<file path="src/rtl/ssd_pkg.sv">
package ssd_pkg;

    localparam int NUM_DIGITS = 4;
    localparam int VALUE_W    = 16;
    localparam int BCD_W      = 4 * NUM_DIGITS;
    localparam int CNT_W      = $clog2(VALUE_W);
    localparam logic [CNT_W-1:0] CNT_LAST = CNT_W'(VALUE_W - 1);

    localparam logic CMD_LOAD = 1'b0;
    localparam logic CMD_SHOW = 1'b1;

    typedef struct packed {
        logic               command;
        logic [VALUE_W-1:0] value;
        logic [1:0]         position;
    } ssd_in_t;

    typedef struct packed {
        logic [6:0] segments;
        logic [3:0] digit_enables;
    } ssd_out_t;

    typedef struct packed {
        logic start_load;
        logic shift;
        logic show;
    } ssd_cmd_t;

    typedef struct packed {
        logic count_last;
    } ssd_stat_t;

    // gfedcba, codes above nine are blank
    function automatic logic [6:0] seg_pattern(input logic [3:0] digit);
        logic [6:0] seg;
        case (digit)
            4'd0:    seg = 7'h3F;
            4'd1:    seg = 7'h06;
            4'd2:    seg = 7'h5B;
            4'd3:    seg = 7'h4F;
            4'd4:    seg = 7'h66;
            4'd5:    seg = 7'h6D;
            4'd6:    seg = 7'h7D;
            4'd7:    seg = 7'h07;
            4'd8:    seg = 7'h7F;
            4'd9:    seg = 7'h6F;
            default: seg = 7'h00;
        endcase
        return seg;
    endfunction

endpackage

</file>
<file path="src/rtl/seven_segment_decimal_display_top.sv">
// Channel  Signals                            Word
// item     item_valid, item_stall, item       ssd_in_t  {command, value, position}
// result   result_valid, result_stall, result ssd_out_t {segments, digit_enables}
//
// A show's result word appears the cycle after acceptance.
// A load runs a double-dabble shift loop, one bit a cycle, before the
// next item is taken. It produces no result word.
// Reset clears the digit store to zeros and empties the result register.
// A waiting result word stalls new items; a load in progress stalls new items.
module seven_segment_decimal_display_top (
    input  logic             clk,
    input  logic             rst_n,
    input  logic             item_valid,
    output logic             item_stall,
    input  ssd_pkg::ssd_in_t item,
    output logic             result_valid,
    input  logic             result_stall,
    output ssd_pkg::ssd_out_t result
);
    import ssd_pkg::*;

    ssd_cmd_t  cmd;
    ssd_stat_t stat;

    ssd_ctrl u_ctrl (
        .clk          (clk),
        .rst_n        (rst_n),
        .item_valid   (item_valid),
        .item_stall   (item_stall),
        .command      (item.command),
        .result_valid (result_valid),
        .result_stall (result_stall),
        .stat         (stat),
        .cmd          (cmd)
    );

    ssd_datapath u_datapath (
        .clk    (clk),
        .rst_n  (rst_n),
        .item   (item),
        .cmd    (cmd),
        .stat   (stat),
        .result (result)
    );

endmodule

</file>
<file path="src/rtl/ssd_datapath.sv">
module ssd_datapath (
    input  logic              clk,
    input  logic              rst_n,
    input  ssd_pkg::ssd_in_t  item,
    input  ssd_pkg::ssd_cmd_t cmd,
    output ssd_pkg::ssd_stat_t stat,
    output ssd_pkg::ssd_out_t result
);
    import ssd_pkg::*;

    logic [VALUE_W-1:0] bin_reg;
    logic [BCD_W-1:0]   bcd_reg;
    logic [BCD_W-1:0]   bcd_adj;
    logic [BCD_W-1:0]   bcd_next;
    logic [CNT_W-1:0]   cnt_reg;
    logic [3:0]         store_reg [NUM_DIGITS];
    ssd_out_t           result_reg;
    ssd_out_t           result_next;
    logic [3:0]         sel_digit;
    logic               sel_hit;

    // add three to every digit of five or more, then shift in the next binary bit
    always_comb
    begin
        for (int i = 0; i < NUM_DIGITS; i++)
        begin
            if (bcd_reg[4*i +: 4] >= 4'd5)
                bcd_adj[4*i +: 4] = bcd_reg[4*i +: 4] + 4'd3;
            else
                bcd_adj[4*i +: 4] = bcd_reg[4*i +: 4];
        end
        bcd_next = {bcd_adj[BCD_W-2:0], bin_reg[VALUE_W-1]};
    end

    assign stat.count_last = (cnt_reg == CNT_LAST);

    always_ff @(posedge clk)
    begin
        if (cmd.start_load)
        begin
            bin_reg <= item.value;
            bcd_reg <= '0;
        end
        else if (cmd.shift)
        begin
            bin_reg <= {bin_reg[VALUE_W-2:0], 1'b0};
            bcd_reg <= bcd_next;
        end
    end

    always_ff @(posedge clk or negedge rst_n)
    begin
        if (!rst_n)
            cnt_reg <= '0;
        else if (cmd.start_load)
            cnt_reg <= '0;
        else if (cmd.shift)
            cnt_reg <= cnt_reg + 1'b1;
    end

    // commit on the last shift; position 0 takes the most significant digit
    always_ff @(posedge clk or negedge rst_n)
    begin
        if (!rst_n)
        begin
            for (int i = 0; i < NUM_DIGITS; i++)
                store_reg[i] <= 4'd0;
        end
        else if (cmd.shift && stat.count_last)
        begin
            for (int i = 0; i < NUM_DIGITS; i++)
                store_reg[i] <= bcd_next[4*(NUM_DIGITS-1-i) +: 4];
        end
    end

    always_comb
    begin
        sel_digit = 4'd0;
        sel_hit   = 1'b0;
        for (int i = 0; i < NUM_DIGITS; i++)
        begin
            if ({1'b0, item.position} == 3'(i))
            begin
                sel_digit = store_reg[i];
                sel_hit   = 1'b1;
            end
        end
        result_next.segments      = sel_hit ? seg_pattern(sel_digit) : 7'h00;
        result_next.digit_enables = ~(4'b0001 << item.position);
    end

    always_ff @(posedge clk)
    begin
        if (cmd.show)
            result_reg <= result_next;
    end

    assign result = result_reg;

endmodule

</file>
<file path="src/rtl/ssd_ctrl.sv">
module ssd_ctrl (
    input  logic               clk,
    input  logic               rst_n,
    input  logic               item_valid,
    output logic               item_stall,
    input  logic               command,
    output logic               result_valid,
    input  logic               result_stall,
    input  ssd_pkg::ssd_stat_t stat,
    output ssd_pkg::ssd_cmd_t  cmd
);
    import ssd_pkg::*;

    typedef enum logic {
        ST_IDLE,
        ST_CONV
    } state_t;

    state_t state_reg;
    state_t state_next;
    logic   out_valid_reg;
    logic   out_valid_next;
    logic   accept;

    // hold input while converting or while the result word is still waiting
    assign item_stall = (state_reg == ST_CONV) || (out_valid_reg && result_stall);
    assign accept     = item_valid && !item_stall;

    always_comb
    begin
        cmd.start_load = accept && (command == CMD_LOAD);
        cmd.show       = accept && (command == CMD_SHOW);
        cmd.shift      = (state_reg == ST_CONV);

        state_next = state_reg;
        case (state_reg)
            ST_IDLE:
                if (cmd.start_load)
                    state_next = ST_CONV;
            ST_CONV:
                if (stat.count_last)
                    state_next = ST_IDLE;
            default:
                state_next = ST_IDLE;
        endcase

        out_valid_next = out_valid_reg;
        if (cmd.show)
            out_valid_next = 1'b1;
        else if (out_valid_reg && !result_stall)
            out_valid_next = 1'b0;
    end

    always_ff @(posedge clk or negedge rst_n)
    begin
        if (!rst_n)
        begin
            state_reg     <= ST_IDLE;
            out_valid_reg <= 1'b0;
        end
        else
        begin
            state_reg     <= state_next;
            out_valid_reg <= out_valid_next;
        end
    end

    assign result_valid = out_valid_reg;

    a_load_starts_conv: assert property (@(posedge clk) disable iff (!rst_n)
        cmd.start_load |=> (state_reg == ST_CONV))
        else $error("load did not start conversion");

    a_conv_ends: assert property (@(posedge clk) disable iff (!rst_n)
        (state_reg == ST_CONV) && stat.count_last |=> (state_reg == ST_IDLE))
        else $error("conversion did not end after the last shift");

    a_show_gives_result: assert property (@(posedge clk) disable iff (!rst_n)
        cmd.show |=> result_valid)
        else $error("show produced no result word");

endmodule
</file>
<file path="config.mk">
export PLATFORM = sky130hd
export DESIGN_NAME = seven_segment_decimal_display_top
export DESIGN_NICKNAME = d
export VERILOG_FILES = /design/src/rtl/ssd_pkg.sv /design/src/rtl/seven_segment_decimal_display_top.sv /design/src/rtl/ssd_datapath.sv /design/src/rtl/ssd_ctrl.sv
export SDC_FILE = /design/constraint.sdc
export NUM_CORES = 1
export LEC_CHECK = 0
export BUFFER_PORTS_ARGS = -buffer_cell sky130_fd_sc_hd__buf_2
export CORE_UTILIZATION = 58
export DETAILED_ROUTE_END_ITERATION = 10
export GPL_TIMING_DRIVEN = 0
export PLACE_DENSITY = 0.85
export SLEW_MARGIN = 40
export SYNTH_ARGS = -nofsm -noshare
export SYNTH_HDL_FRONTEND = slang
export SYNTH_SLANG_ARGS = --single-unit
</file>
<file path="constraint.sdc">
create_clock -name clk -period 2.7 [get_ports clk]
set_input_delay 0.27 -clock clk [delete_from_list [all_inputs] [get_ports clk]]
set_output_delay 0.27 -clock clk [all_outputs]
set_load 0.1 [all_outputs]
</file>
==> flow_summary.json <==
{
  "path_delay_family": "buffers and inverters",
  "clk_latency_ps": 330,
  "cts_setup_buffers": 0,
  "wl_per_cell_um": 13.1,
  "reg2reg_depth": 5,
  "hold_class": "in2reg",
  "finalSetupTns_ps": 0,
  "dp.cells": 402,
  "r2r_slack_ps": 630,
  "first_pass_iters": 4,
  "drv_cap": 0,
  "ys_seq_area_share_pct": 54.0,
  "cts_root_buf": "clkbuf_8",
  "finalClockSkew_ps": 6.90,
  "ant_nets": 0,
  "layout.nets": 382,
  "ys_types": 34,
  "cts_resized": 0,
  "hold_end": "u_datapath.bin_reg[5]",
  "cp-start-kind": "register",
  "min_period_ps": 2220,
  "finalHoldViolCount": 0,
  "die-area_um2": 5660,
  "rsz0062_at_grt": "false",
  "die_y_um": 75.2,
  "post-dp-hpwl_mm": 4.03,
  "whs_path_depth": 3,
  "die_x_um": 75.2,
  "routed_via_density": 5.20,
  "postCtsHoldBufs": 1,
  "rows": 26,
  "drive_gt1_share_pct": 19.2,
  "syn_area_per_cell_um2": 10.4,
  "r2r_start": "u_ctrl.state_reg",
  "grt_pass1_vias": 2172,
  "path_clk_slew_ps": 70,
  "crit_path_max_incr_delay_ps": 510,
  "track_usage_pct": 22.7,
  "antenna_found_initial": 0,
  "syn_to_final_growth_pct": 14.6,
  "setup_viol": 0,
  "diodes": 0,
  "wl_mm": 5.51,
  "synthArstFlopShare_pct": 33.8,
  "min_from": "item[7]",
  "drv_slew": 0,
  "cpMostUsedCell": "buf_2",
  "final_cells": 419,
  "cp.arrival_ps": 1950,
  "drt_iter0_drc": 114,
  "clock.fmax_mhz": 449,
  "final_common_cell": "nand2_1",
  "fillCellCount": 388,
  "cts_buffers": 9,
  "grt_max_degree": 23,
  "fin_crit_sh_pct": 82.4,
  "crit_chain": "buf_2 -> buf_1 -> nand2b_1 -> buf_2",
  "max_slew_margin_pct": 52.0,
  "ys.warnings.count": 0,
  "grt_overflow": 0,
  "path_max_fanout": 10,
  "io-pin-count": 36,
  "cts.path.max_buffers": 2,
  "cts_tree": "built",
  "gp_congestion": 0.754,
  "synth_nets": 337,
  "end_kind": "primary output",
  "ys_ff_latch": 65,
  "powerDensity_nw_per_um2": 1220,
  "io_buffers": 33,
  "path_class": "reg2out",
  "initial_core_util_pct": 60.5,
  "outcome": "complete, no violations",
  "crit_buf_inv": 3,
  "via_count": 2179,
  "htreeDepth": 3,
  "ir_drop_v": 0.000747,
  "layout_common_cells": "nand2_1 (82), buf_2 (39), edfxtp_1 (27)",
  "synth_area_um2": 3110,
  "cts_sinks": 65,
  "drc": 0,
  "grt_first_pass_wirelength_mm": 9.33,
  "slowest_stage": "buf_1",
  "synth_edf_count": 27,
  "worstMarginPinSlew_ps": 720,
  "syn_inst": 299,
  "p_leak_nw": 1.65,
  "timing.rr.end": "u_datapath.bin_reg[0]",
  "coreArea_um2": 5140,
  "synthFlopType": "edfxtp_1",
  "critPathRequiredTime_ps": 2430
}
worst min-delay path, delay by kind of cell:
family	cells	cell delay, ps
simple gates	2	80
buf+inv	1	70
metal layers:
metal	track usage, %	up-vias	wire [µm]
met5	0	-	0
met4	9.67	0	91
met3	5.89	9	196
met2	39.7	45	2870
met1	26.4	1028	2350
li1	-	1097	-
worst max-delay path by stage:
| stage | start | to | cells after the start |
|---|---|---|---|
| 2_1_floorplan | u_ctrl.result_valid | u_datapath.bin_reg[0] | 4 |
| 3_3_place_gp | u_ctrl.state_reg | u_datapath.bin_reg[4] | 5 |
| 3_5_place_dp | u_ctrl.state_reg | u_datapath.bin_reg[9] | 5 |
| 4_1_cts | u_ctrl.state_reg | item_stall | 4 |
| 5_1_grt | u_ctrl.state_reg | item_stall | 4 |
| 6_report | u_ctrl.state_reg | item_stall | 4 |
cells in the mapped netlist (all sizes together) (4+ instances only):
master / number / area (µm²)
nand2: 83 / 314
edfxtp: 27 / 811
dfrtp: 22 / 551
o21ai: 21 / 105
dfxtp: 16 / 320
mux2i: 16 / 160
a21oi: 15 / 75.1
ha: 15 / 188
inv: 12 / 45.0
buf: 9 / 48.8
nand2b: 9 / 56.3
nor2: 9 / 33.8
nor3b: 8 / 60.1
xnor2: 6 / 52.6
clkbuf: 5 / 18.8
mux2: 5 / 56.3
mux4: 4 / 90.1
per-stage QoR:
step	total power [mW]	hold slack [ps]	setup WS, ps	util (%)	area (µm²)
floorplan	3.18	-25.6	465	-	3110
global placement	3.47	253	621	65.5	3360
detailed placement	3.58	270	627	65.5	3370
CTS	4.39	181	450	69.4	3570
global route	4.70	196	335	69.4	3570
finish	4.35	191	475	69.4	3570
final cells by class:
cell class	instances	area, µm²	area share (%)
plain buffers	14	67.6	1.89
inverters	13	48.8	1.37
clock buffers	12	145	4.07
flip-flops and latches	65	1680	47.1
multi-input cells	207	1320	36.9
repair buffers	34	175	4.91
well taps	70	87.6	2.46
clock inverters	4	43.8	1.23
where the power goes:
part	switching, mW	internal (mW)	total (mW)	leakage, nW
combinational	1.08	0.708	1.78	0.872
clock	0.350	0.446	0.796	0.0978
sequential	0.236	1.53	1.77	0.680
total	1.66	2.69	4.35	1.65
cells by family after synthesis:
family,Yosys count,synth area share (%)
DFF,65,54.0
muxes,25,9.85
xor gates and xnor gates,8,2.25
buffers and inverters,27,3.74
AOI/OAI and AO/OA,42,7.24
and+or+nand+nor,117,16.8
adders and majority gates,15,6.03
Note: power is estimated with default switching activity, not from simulation.
